**config.mk**
```make
export PLATFORM = sky130hd
export DESIGN_NAME = rfid_pulse_frame_sync_decoder_flat
export DESIGN_NICKNAME = d
export VERILOG_FILES = /design/src/sv/rpfs_pkg.sv /design/src/sv/rpfs_if.sv /design/src/sv/rpfs_ctrl.sv /design/src/sv/rpfs_datapath.sv /design/src/sv/rfid_pulse_frame_sync_decoder.sv /design/src/flat_wrapper.sv
export SDC_FILE = /design/constraint.sdc
export NUM_CORES = 1
export LEC_CHECK = 0
export BUFFER_PORTS_ARGS = -buffer_cell sky130_fd_sc_hd__buf_2
export CAP_MARGIN = 30
export CORE_MARGIN = 2
export CORE_UTILIZATION = 43
export DETAILED_ROUTE_END_ITERATION = 8
export PLACE_DENSITY = 0.63
export SETUP_SLACK_MARGIN = 0.3
export SYNTH_ARGS = -nofsm -noshare
export SYNTH_HDL_FRONTEND = slang
export SYNTH_HIERARCHICAL = 1
export SYNTH_SLANG_ARGS = --single-unit
```
**constraint.sdc**
```tcl
create_clock -name clk -period 9.06 [get_ports clk]
set_input_delay 1.812 -clock clk [delete_from_list [all_inputs] [get_ports clk]]
set_output_delay 1.812 -clock clk [all_outputs]
set_load 0.02 [all_outputs]
```
**src/sv/rpfs_pkg.sv**
```systemverilog
// rpfs_pkg: constants, register codes and control/status types for the
// level-run frame sync decoder; no dependencies
package rpfs_pkg;

    localparam int FRAME_BITS_DEF = 96;

    localparam int LEVEL_W  = 1;
    localparam int DUR_W    = 16;
    localparam int PERIOD_W = 10;
    localparam int SKEW_W   = 9;
    localparam int DATA_W   = 64;
    localparam int PRE_W    = 32;

    localparam int CFG_IDX_W  = 8;
    localparam int CFG_DATA_W = 10;

    localparam logic [CFG_IDX_W-1:0] CFG_BIT_PERIOD = CFG_IDX_W'(0);
    localparam logic [CFG_IDX_W-1:0] CFG_SKEW       = CFG_IDX_W'(1);

    localparam logic [PERIOD_W-1:0] PERIOD_RESET = PERIOD_W'(255);
    localparam logic [PERIOD_W-1:0] PERIOD_MIN   = PERIOD_W'(16);
    localparam logic [SKEW_W-1:0]   SKEW_RESET   = SKEW_W'(120);

    localparam logic [PRE_W-1:0] PREAMBLE = 32'h4944_544B;

    // dividend is the duration, raw or skew-corrected, plus half a period
    localparam int DVD_W     = DUR_W + 1;
    localparam int DIV_CNT_W = $clog2(DVD_W + 1);

    localparam int SHIFT_REGS = 4;
    localparam int SEL_W      = 2;

    typedef struct packed {
        logic             load_item;
        logic             div_start;
        logic             div_adj;
        logic             div_step;
        logic             push_load;
        logic             push;
        logic [SEL_W-1:0] sel;
        logic             out_load;
        logic             out_hit;
    } rpfs_cmd_t;

    typedef struct packed {
        logic short_run;
        logic div_done;
        logic count_ok;
        logic push_last;
        logic push_match;
        logic out_free;
    } rpfs_stat_t;

endpackage

```
**src/sv/rpfs_if.sv**
```systemverilog
// rpfs_if: valid/ready channel interfaces for runs, results and config writes
// depends on rpfs_pkg
interface rpfs_in_if import rpfs_pkg::*; ();
    logic             valid;
    logic             ready;
    logic             run_level;
    logic [DUR_W-1:0] duration_us;

    modport source (output valid, output run_level, output duration_us, input ready);
    modport sink (input valid, input run_level, input duration_us, output ready);
endinterface

interface rpfs_out_if import rpfs_pkg::*; ();
    logic              valid;
    logic              ready;
    logic              detected;
    logic [DATA_W-1:0] card_data;

    modport source (output valid, output detected, output card_data, input ready);
    modport sink (input valid, input detected, input card_data, output ready);
endinterface

interface rpfs_cfg_if import rpfs_pkg::*; ();
    logic                  valid;
    logic                  ready;
    logic [CFG_IDX_W-1:0]  index;
    logic [CFG_DATA_W-1:0] data;

    modport source (output valid, output index, output data, input ready);
    modport sink (input valid, input index, input data, output ready);
endinterface

```
**src/sv/rpfs_ctrl.sv**
```systemverilog
// rpfs_ctrl: sequencer for one run (range check, divisions, bit pushes, result)
// depends on rpfs_pkg
module rpfs_ctrl
    import rpfs_pkg::*;
(
    input  logic       clk,
    input  logic       rst_n,
    input  logic       in_valid,
    output logic       in_ready,
    input  rpfs_stat_t stat,
    output rpfs_cmd_t  cmd
);

    localparam logic [2:0] S_IDLE  = 3'd0;
    localparam logic [2:0] S_CHECK = 3'd1;
    localparam logic [2:0] S_DIV   = 3'd2;
    localparam logic [2:0] S_PUSH  = 3'd3;
    localparam logic [2:0] S_DONE  = 3'd4;

    logic [2:0]       state_reg, state_next;
    logic [SEL_W-1:0] sel_reg, sel_next;
    logic             hit_reg, hit_next;
    logic             advance;

    assign in_ready = (state_reg == S_IDLE);

    always_comb
    begin
        state_next = state_reg;
        sel_next   = sel_reg;
        hit_next   = hit_reg;
        advance    = 1'b0;
        cmd        = '0;
        cmd.sel    = sel_reg;
        cmd.out_hit = hit_reg;

        case (state_reg)
            S_IDLE:
            begin
                if (in_valid)
                begin
                    cmd.load_item = 1'b1;
                    state_next    = S_CHECK;
                end
            end
            S_CHECK:
            begin
                sel_next = '0;
                hit_next = 1'b0;
                if (stat.short_run)
                begin
                    state_next = S_DONE;
                end
                else
                begin
                    cmd.div_start = 1'b1;
                    state_next    = S_DIV;
                end
            end
            S_DIV:
            begin
                if (!stat.div_done)
                begin
                    cmd.div_step = 1'b1;
                end
                else if (stat.count_ok)
                begin
                    cmd.push_load = 1'b1;
                    state_next    = S_PUSH;
                end
                else
                begin
                    advance = 1'b1;
                end
            end
            S_PUSH:
            begin
                cmd.push = 1'b1;
                if (stat.push_match)
                begin
                    hit_next   = 1'b1;
                    state_next = S_DONE;
                end
                else if (stat.push_last)
                begin
                    advance = 1'b1;
                end
            end
            S_DONE:
            begin
                if (stat.out_free)
                begin
                    cmd.out_load = 1'b1;
                    state_next   = S_IDLE;
                end
            end
            default:
            begin
                state_next = S_IDLE;
            end
        endcase

        // move on to the next shift register; skewed pair needs a new count
        if (advance)
        begin
            if (sel_reg == SEL_W'(SHIFT_REGS - 1))
            begin
                state_next = S_DONE;
            end
            else
            begin
                sel_next   = sel_reg + SEL_W'(1);
                state_next = S_DIV;
                if (sel_reg == SEL_W'(1))
                begin
                    cmd.div_start = 1'b1;
                    cmd.div_adj   = 1'b1;
                end
            end
        end
    end

    always_ff @(posedge clk or negedge rst_n)
    begin
        if (!rst_n)
        begin
            state_reg <= S_IDLE;
            sel_reg   <= '0;
            hit_reg   <= 1'b0;
        end
        else
        begin
            state_reg <= state_next;
            sel_reg   <= sel_next;
            hit_reg   <= hit_next;
        end
    end

endmodule

```
**src/sv/rpfs_datapath.sv**
```systemverilog
// rpfs_datapath: config registers, run latch, serial divider, four shift
// registers and output word register; depends on rpfs_pkg
module rpfs_datapath
    import rpfs_pkg::*;
#(
    parameter int FRAME_BITS = FRAME_BITS_DEF
)
(
    input  logic                  clk,
    input  logic                  rst_n,
    input  logic                  run_level,
    input  logic [DUR_W-1:0]      duration_us,
    input  logic                  cfg_valid,
    output logic                  cfg_ready,
    input  logic [CFG_IDX_W-1:0]  cfg_index,
    input  logic [CFG_DATA_W-1:0] cfg_data,
    output logic                  out_valid,
    input  logic                  out_ready,
    output logic                  detected,
    output logic [DATA_W-1:0]     card_data,
    input  rpfs_cmd_t             cmd,
    output rpfs_stat_t            stat
);

    localparam int CNT_W = $clog2(FRAME_BITS);

    logic [PERIOD_W-1:0]   cfg_period_reg;
    logic [SKEW_W-1:0]     cfg_skew_reg;

    logic                  level_reg;
    logic [DUR_W-1:0]      dur_reg;
    logic [PERIOD_W-1:0]   period_reg;
    logic [DVD_W-1:0]      adj_reg;

    logic [DVD_W-1:0]      dvd_reg, dvd_next;
    logic [PERIOD_W-1:0]   rem_reg, rem_next;
    logic [DIV_CNT_W-1:0]  div_cnt_reg, div_cnt_next;
    logic [CNT_W-1:0]      left_reg, left_next;

    logic [FRAME_BITS-1:0] sh_reg [SHIFT_REGS];
    logic [FRAME_BITS-1:0] sh_cur;

    logic                  out_valid_reg, out_valid_next;
    logic                  out_det_reg;
    logic [DATA_W-1:0]     out_data_reg;

    logic [DVD_W-1:0]      adj_in;
    logic [DVD_W-1:0]      dvd_src;
    logic [PERIOD_W:0]     trial;
    logic                  trial_ge;

    assign cfg_ready = 1'b1;

    always_ff @(posedge clk or negedge rst_n)
    begin
        if (!rst_n)
        begin
            cfg_period_reg <= PERIOD_RESET;
            cfg_skew_reg   <= SKEW_RESET;
        end
        else if (cfg_valid)
        begin
            if (cfg_index == CFG_BIT_PERIOD)
            begin
                cfg_period_reg <= cfg_data[PERIOD_W-1:0];
            end
            else if (cfg_index == CFG_SKEW)
            begin
                cfg_skew_reg <= cfg_data[SKEW_W-1:0];
            end
        end
    end

    // skew-corrected duration
    always_comb
    begin
        if (run_level)
        begin
            adj_in = {1'b0, duration_us} + DVD_W'(cfg_skew_reg);
        end
        else if (duration_us > DUR_W'(cfg_skew_reg))
        begin
            adj_in = {1'b0, duration_us - DUR_W'(cfg_skew_reg)};
        end
        else
        begin
            adj_in = {1'b0, duration_us};
        end
    end

    always_ff @(posedge clk)
    begin
        if (cmd.load_item)
        begin
            level_reg  <= run_level;
            dur_reg    <= duration_us;
            period_reg <= (cfg_period_reg < PERIOD_MIN) ? PERIOD_MIN : cfg_period_reg;
            adj_reg    <= adj_in;
        end
    end

    // restoring divider, one quotient bit a cycle
    assign dvd_src  = (cmd.div_adj ? adj_reg : {1'b0, dur_reg})
                    + DVD_W'(period_reg >> 1);
    assign trial    = {rem_reg, dvd_reg[DVD_W-1]};
    assign trial_ge = (trial >= {1'b0, period_reg});

    always_comb
    begin
        dvd_next     = dvd_reg;
        rem_next     = rem_reg;
        div_cnt_next = div_cnt_reg;
        left_next    = left_reg;
        if (cmd.div_start)
        begin
            dvd_next     = dvd_src;
            rem_next     = '0;
            div_cnt_next = DIV_CNT_W'(DVD_W);
        end
        else if (cmd.div_step)
        begin
            dvd_next     = {dvd_reg[DVD_W-2:0], trial_ge};
            rem_next     = PERIOD_W'(trial_ge ? trial - {1'b0, period_reg} : trial);
            div_cnt_next = div_cnt_reg - DIV_CNT_W'(1);
        end
        if (cmd.push_load)
        begin
            left_next = dvd_reg[CNT_W-1:0];
        end
        else if (cmd.push)
        begin
            left_next = left_reg - CNT_W'(1);
        end
    end

    always_ff @(posedge clk or negedge rst_n)
    begin
        if (!rst_n)
        begin
            div_cnt_reg <= '0;
        end
        else
        begin
            div_cnt_reg <= div_cnt_next;
        end
    end

    always_ff @(posedge clk)
    begin
        dvd_reg  <= dvd_next;
        rem_reg  <= rem_next;
        left_reg <= left_next;
    end

    assign sh_cur = sh_reg[cmd.sel];

    always_ff @(posedge clk or negedge rst_n)
    begin
        if (!rst_n)
        begin
            for (int i = 0; i < SHIFT_REGS; i++)
            begin
                sh_reg[i] <= '0;
            end
        end
        else if (cmd.push)
        begin
            sh_reg[cmd.sel] <= {sh_cur[FRAME_BITS-2:0], level_reg ^ cmd.sel[0]};
        end
    end

    // output word register
    always_comb
    begin
        out_valid_next = out_valid_reg;
        if (cmd.out_load)
        begin
            out_valid_next = 1'b1;
        end
        else if (out_ready)
        begin
            out_valid_next = 1'b0;
        end
    end

    always_ff @(posedge clk or negedge rst_n)
    begin
        if (!rst_n)
        begin
            out_valid_reg <= 1'b0;
        end
        else
        begin
            out_valid_reg <= out_valid_next;
        end
    end

    always_ff @(posedge clk)
    begin
        if (cmd.out_load)
        begin
            out_det_reg  <= cmd.out_hit;
            out_data_reg <= cmd.out_hit ? sh_cur[FRAME_BITS-PRE_W-1 -: DATA_W] : '0;
        end
    end

    assign out_valid = out_valid_reg;
    assign detected  = out_det_reg;
    assign card_data = out_data_reg;

    assign stat.short_run  = ({1'b0, dur_reg} <= DVD_W'(period_reg >> 1));
    assign stat.div_done   = (div_cnt_reg == '0);
    assign stat.count_ok   = (dvd_reg != '0) && (dvd_reg < DVD_W'(FRAME_BITS));
    assign stat.push_last  = (left_reg == CNT_W'(1));
    assign stat.push_match = (sh_cur[FRAME_BITS-2 -: PRE_W] == PREAMBLE);
    assign stat.out_free   = !out_valid_reg || out_ready;

endmodule

```
**src/sv/rfid_pulse_frame_sync_decoder.sv**
```systemverilog
// rfid_pulse_frame_sync_decoder: top level, controller plus datapath
// depends on rpfs_pkg, rpfs_if, rpfs_ctrl, rpfs_datapath
//
//   channel  | dir | word
//   in_ch    | in  | run_level, duration_us
//   out_ch   | out | detected, card_data
//   cfg_ch   | in  | index (0 bit_period_us, 1 skew_us), data
//
// a short run goes straight to the result; otherwise a run takes the divisions and
// up to 4 * (FRAME_BITS - 1) pushes, one bit a cycle; the serial
// divider runs for the raw and again for the skewed count
// reset clears config to defaults and all shift registers to zero
// a waiting result holds the next one back, the next run is still accepted
module rfid_pulse_frame_sync_decoder
    import rpfs_pkg::*;
#(
    parameter int FRAME_BITS = FRAME_BITS_DEF
)
(
    input  logic   clk,
    input  logic   rst_n,
    rpfs_in_if.sink    in_ch,
    rpfs_out_if.source out_ch,
    rpfs_cfg_if.sink   cfg_ch
);

    rpfs_cmd_t  cmd;
    rpfs_stat_t stat;

    rpfs_ctrl u_ctrl (
        .clk      (clk),
        .rst_n    (rst_n),
        .in_valid (in_ch.valid),
        .in_ready (in_ch.ready),
        .stat     (stat),
        .cmd      (cmd)
    );

    rpfs_datapath #(
        .FRAME_BITS (FRAME_BITS)
    ) u_datapath (
        .clk         (clk),
        .rst_n       (rst_n),
        .run_level   (in_ch.run_level),
        .duration_us (in_ch.duration_us),
        .cfg_valid   (cfg_ch.valid),
        .cfg_ready   (cfg_ch.ready),
        .cfg_index   (cfg_ch.index),
        .cfg_data    (cfg_ch.data),
        .out_valid   (out_ch.valid),
        .out_ready   (out_ch.ready),
        .detected    (out_ch.detected),
        .card_data   (out_ch.card_data),
        .cmd         (cmd),
        .stat        (stat)
    );

endmodule
```
**src/flat_wrapper.sv**
```systemverilog
// flat-port wrapper written by rule: the top's interface ports become plain ports
module rfid_pulse_frame_sync_decoder_flat import rpfs_pkg::*;
#(
    parameter int FRAME_BITS = FRAME_BITS_DEF
)
  (clk, rst_n, in_ch_valid, in_ch_run_level, in_ch_duration_us, in_ch_ready, out_ch_valid, out_ch_detected, out_ch_card_data, out_ch_ready, cfg_ch_valid, cfg_ch_index, cfg_ch_data, cfg_ch_ready);
  rpfs_in_if in_ch_i ();
  rpfs_out_if out_ch_i ();
  rpfs_cfg_if cfg_ch_i ();
  input  logic clk;
  input  logic rst_n;
  input wire logic [$bits(in_ch_i.valid)-1:0] in_ch_valid;
  input wire logic [$bits(in_ch_i.run_level)-1:0] in_ch_run_level;
  input wire logic [$bits(in_ch_i.duration_us)-1:0] in_ch_duration_us;
  output wire logic [$bits(in_ch_i.ready)-1:0] in_ch_ready;
  output wire logic [$bits(out_ch_i.valid)-1:0] out_ch_valid;
  output wire logic [$bits(out_ch_i.detected)-1:0] out_ch_detected;
  output wire logic [$bits(out_ch_i.card_data)-1:0] out_ch_card_data;
  input wire logic [$bits(out_ch_i.ready)-1:0] out_ch_ready;
  input wire logic [$bits(cfg_ch_i.valid)-1:0] cfg_ch_valid;
  input wire logic [$bits(cfg_ch_i.index)-1:0] cfg_ch_index;
  input wire logic [$bits(cfg_ch_i.data)-1:0] cfg_ch_data;
  output wire logic [$bits(cfg_ch_i.ready)-1:0] cfg_ch_ready;
  assign in_ch_i.valid = in_ch_valid;
  assign in_ch_i.run_level = in_ch_run_level;
  assign in_ch_i.duration_us = in_ch_duration_us;
  assign in_ch_ready = in_ch_i.ready;
  assign out_ch_valid = out_ch_i.valid;
  assign out_ch_detected = out_ch_i.detected;
  assign out_ch_card_data = out_ch_i.card_data;
  assign out_ch_i.ready = out_ch_ready;
  assign cfg_ch_i.valid = cfg_ch_valid;
  assign cfg_ch_i.index = cfg_ch_index;
  assign cfg_ch_i.data = cfg_ch_data;
  assign cfg_ch_ready = cfg_ch_i.ready;
  rfid_pulse_frame_sync_decoder #(.FRAME_BITS(FRAME_BITS)) u_core (.clk(clk), .rst_n(rst_n), .in_ch(in_ch_i), .out_ch(out_ch_i), .cfg_ch(cfg_ch_i));
endmodule
```
* Yosys cells after proc, flatten, opt, wreduce, memory -nomap -nowiden
Index checks and enable logic that the tools add are counted.
** Cells by class
- Add/subtract/negate cells :: 7
- Multipliers :: 0
- Divide/modulo/power cells :: 0
- Order comparisons :: 7
- Equality and inequality tests :: 15
- Shifts and indexed selects :: 0
- Mux-type cells :: 51
- Bitwise gates (word level) :: 3
- Reductions and logical operators :: 16
** Operators with widths (count)
- 384-bit bitwise mux :: 1
- 96-bit binary-select mux with 2-bit select :: 1
- 96-bit demux with 2-bit select :: 1
- 95-bit two-way mux :: 2
- 96-bit two-way mux :: 1
- 17-bit two-way mux :: 4
- 32-bit by 31-bit equality test with 1-bit output, second input constant :: 1
- 3-bit two-way mux :: 8
- 16-bit by 9-bit adder with 17-bit output :: 1
- 17-bit by 9-bit adder with 17-bit output :: 1
- 17-bit by 7-bit less-than comparator with 1-bit output, second input constant :: 1
- 1-bit two-way mux :: 17
- 17-bit nonzero test :: 1
- 16-bit by 9-bit > comparator with 1-bit output :: 1
- 16-bit by 9-bit less-or-equal comparator with 1-bit output :: 1
- 16-bit two-way mux :: 1
- 16-bit by 9-bit subtractor with 16-bit output :: 1
- 3-bit one-hot mux with 5 select lines :: 1
- 2-bit two-way mux :: 7
- 7-bit two-way mux :: 2
- 3-bit by 2-bit inequality test with 1-bit output, second input constant :: 4
- 11-bit by 10-bit >= comparator with 1-bit output :: 1
- 10-bit by 5-bit less-than comparator with 1-bit output, second input constant :: 1
- 10-bit two-way mux :: 1
- 30 further kinds :: 38
** Word-level totals
- Flip-flop bits (word level) :: 558
- Bits in latches :: 0
- Bits in writable memories :: 0
- ROM bits :: 0
- Memories kept :: 0

* Logic depth before layout (Yosys ltp)
Gate-level depths: netlist of the first run.
- Word-level depth :: 11
- Depth in mapped cells :: 25
- Gate-level depth less buffers :: 19

* Cells and area by module
Netlist of the first run, hierarchy kept.
** By module, submodules not included
- rpfs_datapath :: instances 1, cells each 1792, area an instance 25792.2 um^2
- rpfs_ctrl :: instances 1, cells each 53, area an instance 496.7 um^2

* Worst setup path before layout of the first run
OpenSTA, ideal clock, no wires.
- Kind :: input-to-reg
- Start point :: input port out_ch_ready
- End point :: register u_core.u_datapath.out_data_reg[0], in the netlist u_core/u_datapath/card_data[0], enable pin
- Setup time :: 0.652 ns
- Data arrival time :: 8.272 ns
- Data required time :: 8.408 ns
- Setup slack :: 0.136 ns
- Stages on the path :: 2
- Buffers on the path :: 0
- Cells stage by stage :: nand2b_1 -> nor4bb_1
** RTL lines
- from (decl) :: line flat_wrapper.sv:19 : input wire logic [$bits(out_ch_i.ready)-1:0] out_ch_ready;
- to (signal assigned) :: line rpfs_datapath.sv:203 : out_data_reg <= cmd.out_hit ? sh_cur[FRAME_BITS-PRE_W-1 -: DATA_W] : '0;
- to (decl) :: line rpfs_datapath.sv:45 : logic [DATA_W-1:0] out_data_reg;

==> impl_metrics.tcl, run 1 <==
set metrics [dict create \
    synthAdderAreaFrac_pct 2.827 \
    status "finished, final reports clean" \
    num-nets-final 2022 \
    dieArea_sq_um 63130 \
    place_hpwl_mm 33.36 \
    tns_ns 0 \
    total_leakage_power_nw 13.61 \
    setup_viol 0 \
    via_per_inst 5.579 \
    synth_compound_area_share_pct 5.040 \
    largest_reg_flops 380 \
    async_reset_ff_share_pct 74.19 \
    final_common_cell "mux2_2" \
    hold_buffers 0 \
    synthSimpleGateAreaFrac_pct 7.315 \
    ys_types 76 \
    grt_pass1_wl_mm 88.11 \
    n_antenna_cell 0 \
    start_util_pct 43.56 \
    synthXorXnorAreaFrac_pct 0.6996 \
    tightest_slew_ns 0.9830 \
    endpoint_kind "flop" \
    drv_cap 0 \
    gp_congestion 0.8201 \
    crit_path_top_delay_cell "dfrtp_4" \
    grt_start_max_net_pins 163 \
    crit_path_max_fanout 34 \
    crit_required_ns 9.42 \
    max_clock_freq_mhz 167.6 \
    grt_pass1_vias 16090 \
    overflow 0 \
    io_pins 108 \
    mostFrequentLayoutCells "mux2_2, dfrtp_1, edfxtp_1" \
    synth.avg_cell_area_sq_um 14.25 \
    synth-edff-count 133 \
    syn_nets 1942 \
    cp.arrival_ns 6.33 \
    die_h_um 251.3 \
    min_period_ns 5.968 \
    path_buf_inv 3 \
    clockBufferDepth 3 \
    ir_drop_v 0.0001802 \
    drt_iter0_drc 812 \
    multiInputGateArea_sq_um 11170 \
    drc 0 \
    finalCritPeriodShare_pct 65.87 \
    antenna_found_initial 0 \
    fillers 5130 \
    portBuffers 106 \
    cts_sinks 554 \
    postRouteAntennaNets 0 \
    cts_setup_buffers 0 \
    seqCellArea_sq_um 14500 \
    cts_resized 0 \
    worstSetupPathType "flop to flop" \
    startpoint_type "flop" \
    mappedNetlistArea_sq_um 26290 \
    slowest_delay_ns 0.89 \
    syn_to_final_growth_pct 12.76 \
    track_usage_pct 17.26 \
    syn_inst 1845 \
    finalHoldViolCount 0 \
    cts.reportedPaths.clkPinSlew_ns 0.06 \
    synth_top_family_by_area "multiplexers" \
    path_cells "buf_4, mux4_2, nor4bb_1, nand4_1, nor2_1, nor2b_1, nand3_1, a21boi_2, buf_4, o21ai_0, ha_1, inv_1, fa_1, nor2b_1, o21ai_0, a21boi_1, o211a_1, mux2i_1, nand3_1" \
    vias 15380 \
    clock_skew_ns 0.02735 \
    utilization_pct 49.11 \
    muxShareOfSynthArea_pct 26.43 \
    htreeDepth 2 \
    cp_top_family "simple AND/OR/NAND/NOR gates" \
    ys_seq_area_share_pct 55.13 \
    drv_slew 0 \
    cts_tree "done" \
    die_w_um 251.3 \
    ys_warn_count 6 \
    cts_buffers 58 \
    core_area_sq_um 60360 \
    drt-pass1-iter-count 5 \
    ys.flop_type "dfrtp_1" \
    clock_latency_ns 0.63 \
    std_cell_rows 90 \
    rsz0062_at_grt "false" \
    min_path_type "flop to flop" \
    slew_headroom_pct 34.47 \
    ys_ff_latch 554 \
    drive_gt1_share_pct 38.65 \
    pwr_density_cell_nw_per_um2 227.4 \
    routed_wl_mm 54.07 \
    avgRoutedWirePerCell_um 19.62 \
    root_buffer "clkbuf_16" \
]
final timing paths:
check | start | to | slack (ns) | cells after the start
max | u_core/u_ctrl/sel_reg[0] | u_core/u_datapath/dvd_reg[10] | 3.09 | 19
min | u_core/u_datapath/rem_reg[9] | u_core/u_datapath/rem_reg[9] | 0.47 | 2
max reg2reg | u_core/u_ctrl/sel_reg[0] | u_core/u_datapath/dvd_reg[10] | 3.09 | 19
min reg2reg | u_core/u_datapath/rem_reg[9] | u_core/u_datapath/rem_reg[9] | 0.47 | 2
max in group asynchronous | rst_n | u_core/u_ctrl/sel_reg[1] | 6.37 | 2
min in group asynchronous | rst_n | u_core/u_datapath/sh_reg[307] | 1.17 | 1
layout make-up:
class	instances	share of cell area, %
clock inverter	18	0.6204
multi-input combinational	1124	37.67
tap	782	3.301
clock buffer	91	6.036
timing repair buffer	128	2.701
sequential	554	48.92
inverter	59	0.7471
tightest hold or removal path, delay by kind of cell (launching register included):
kind	cells	cell delay, ns
DFF	1	0.33
and+or+nand+nor	1	0.06
AOI/OAI and AO/OA	1	0.05
per-stage QoR:
stage	cell area, sq um	setup WS [ns]	hold slack (ns)	std cells	total power [mW]
4_1_cts	29560	3.009	0.4750	2753	6.820
3_3_place_gp	27550	3.151	0.4358	2642	4.347
3_5_place_dp	27590	3.053	0.4560	2644	4.384
5_1_grt	29640	2.554	0.4986	2756	7.097
6_report	29640	3.092	0.4716	2756	6.741
2_1_floorplan	26300	2.766	0.4258	1845	3.994
Yosys cell counts (all sizes together), types with 7 or more instances:
cell,instances,area share (%)
mux2,411,18
dfrtp,399,38
edfxtp,133,15
mux4,95,8.1
and2,78,1.9
clkbuf,72,1.0
inv,59,0.84
nand2,55,0.79
ha,53,2.5
nor2,42,0.63
o21ai,41,0.78
buf,36,0.67
a21oi,28,0.56
nor3,26,0.49
xnor2,19,0.63
mux2i,18,0.69
nand3,18,0.34
nand2b,15,0.36
o311ai,14,0.47
nor2b,13,0.31
nor4b,13,0.49
a21o,12,0.34
dfstp,12,1.2
a31oi,11,0.38
or3,11,0.26
dfxtp,10,0.76
nor4,10,0.24
o21a,10,0.29
nand4,9,0.21
nor3b,9,0.26
a211oi,8,0.23
and3,8,0.19
nand3b,7,0.20
or4,7,0.20
kinds of logic (layout without fill, tap and decap cells):
logic type | count (synthesis) | in the layout
AO/OA/AOI/OAI | 185 | 185
XOR/XNOR | 21 | 21
adder cells (fa/ha/maj) | 57 | 57
buffers and inverters | 167 | 296
flip-flops | 554 | 554
multiplexers | 524 | 524
other | 1 | 1
AND/OR/NAND/NOR | 336 | 336
report_power, final:
| group | switching (mW) | internal (mW) | leakage [nW] |
|---|---|---|---|
| logic | 0.791 | 0.605 | 5.49 |
| clock network | 0.981 | 1.42 | 0.980 |
| registers | 0.184 | 2.76 | 7.14 |
| total | 1.96 | 4.79 | 13.6 |
per-layer routing:
metal	track usage, %	vias to the layer above	part of all wire [%]
li1	-	7070	-
met1	23.77	8004	46
met2	28.82	236	49
met3	2.682	66	3.3
met4	4.116	0	1.9
met5	0	-	0
Power figures use the tool's default switching activity.
==> inputs of run 2 (changes only) <==
clock period = 6 ns   (was 9.06 ns; I/O delays follow)
==> impl_metrics.tcl, run 2 (synthesized netlist as in run 1, its figures left out) <==
set metrics [dict create \
    start_util_pct 43.56 \
    die_w_um 251.3 \
    track_usage_pct 16.93 \
    total_leakage_power_nw 13.61 \
    clock_skew_ns 0.02779 \
    largest_reg_flops 380 \
    finalHoldViolCount 0 \
    worstSetupPathType "flop to flop" \
    drv_cap 0 \
    finalCritPeriodShare_pct 87.65 \
    power.total_mw 10.20 \
    tightest_slew_ns 1.004 \
    cts_resized 0 \
    root_buffer "clkbuf_16" \
    vias 15450 \
    dieArea_sq_um 63130 \
    cts_setup_buffers 0 \
    place_hpwl_mm 33.08 \
    htreeDepth 2 \
    num-nets-final 2023 \
    clockBufferDepth 3 \
    syn_to_final_growth_pct 12.85 \
    cts_buffers 60 \
    portBuffers 106 \
    utilization_pct 49.15 \
    cp.arrival_ns 5.72 \
    endpoint_kind "flop" \
    max_clock_freq_mhz 190.2 \
    overflow 0 \
    cts.reportedPaths.clkPinSlew_ns 0.06 \
    grt_pass1_vias 16190 \
    ir_drop_v 0.0002498 \
    mostFrequentLayoutCells "mux2_2, dfrtp_1, edfxtp_1" \
    io_pins 108 \
    routed_wl_mm 52.95 \
    n_antenna_cell 0 \
    drt-pass1-iter-count 5 \
    die_h_um 251.3 \
    min_path_type "flop to flop" \
    drive_gt1_share_pct 38.49 \
    slew_headroom_pct 33.06 \
    startpoint_type "flop" \
    pwr_density_cell_nw_per_um2 344.0 \
    grt_pass1_wl_mm 86.92 \
    cts_sinks 554 \
    crit_path_max_fanout 25 \
    post_dp_cell_area_sq_um 27660 \
    setup_viol 0 \
    clock_latency_ns 0.62 \
    final_cell_area_sq_um 29670 \
    min_period_ns 5.259 \
    drv_slew 0 \
    antenna_found_initial 0 \
    drt_iter0_drc 796 \
    std_cell_rows 90 \
    postRouteAntennaNets 0 \
    core_area_sq_um 60360 \
    tns_ns 0 \
    grt_start_max_net_pins 160 \
    crit_required_ns 6.46 \
    status "finished, final reports clean" \
    final_common_cell "mux2_2" \
    hold_buffers 0 \
    cts_tree "done" \
    rsz0062_at_grt "false" \
    via_per_inst 5.599 \
    fillers 5121 \
    avgRoutedWirePerCell_um 19.19 \
    gp_congestion 0.8345 \
    drc 0 \
]
==> run 2: area by class of cell <==
type / count / area [sq um] / share of cell area (%)
Sequential cell: 554 / 14500 / 48.88
Multi-Input combinational cell: 1124 / 11170 / 37.67
Clock buffer: 92 / 1753 / 5.909
Tap cell: 782 / 978.4 / 3.298
Timing Repair Buffer: 127 / 793.3 / 2.674
Clock inverter: 21 / 244.0 / 0.8224
Inverter: 59 / 221.5 / 0.7465
==> run 2: metal layers <==
layer  up-vias  part of all wire, %  track usage (%)
met4         0                  2.0            4.915
met5         -                    0                0
li1       7085                    -                -
met2       236                   49            29.05
met3        75                  3.3            2.392
met1      8053                   45            22.46
==> run 2: power breakdown <==
group          total (mW)  switching (mW)  internal, mW
Combinational        2.12            1.21         0.908
Sequential           4.41           0.236          4.18
Clock                3.67            1.48          2.19
==> run 2: worst paths after layout <==
| check | start | endpoint | slack (ns) | cells past startpoint |
|---|---|---|---|---|
| worst max-delay path | u_core/u_ctrl/sel_reg[0] | u_core/u_datapath/dvd_reg[12] | 0.74 | 17 |
| worst min-delay path | u_core/u_datapath/rem_reg[9] | u_core/u_datapath/rem_reg[9] | 0.48 | 2 |
| worst max register to register | u_core/u_ctrl/sel_reg[0] | u_core/u_datapath/dvd_reg[12] | 0.74 | 17 |
| worst min register to register | u_core/u_datapath/rem_reg[9] | u_core/u_datapath/rem_reg[9] | 0.48 | 2 |
| max in group asynchronous | rst_n | u_core/u_datapath/sh_reg[270] | 4.05 | 2 |
| min in group asynchronous | rst_n | u_core/u_datapath/sh_reg[308] | 0.56 | 1 |
==> run 2: stage by stage <==
stage / cells / hold WS, ns / setup slack [ns]
after global routing: 2759 / 0.4935 / 0.3862
after detailed placement: 2646 / 0.4625 / 0.5820
after floorplan: 1845 / 0.4258 / 0.3183
after global placement: 2645 / 0.4392 / 0.7878
final: 2759 / 0.4761 / 0.7411
after CTS: 2759 / 0.4795 / 0.5233
==> run 2: worst max-delay path, cell delays in order (launching register included) <==
cell	delay, ns
dfrtp_4	0.60
buf_12	0.26
mux4_2	0.59
nor4b_1	0.44
nand4_1	0.14
nor2_1	0.37
nor2b_1	0.14
nand3_1	0.16
a21boi_2	0.13
buf_4	0.25
mux2_2	0.30
ha_1	0.32
o21a_1	0.21
o21ai_0	0.19
nand2b_1	0.12
o211a_1	0.25
or4_1	0.50
nand4_1	0.11
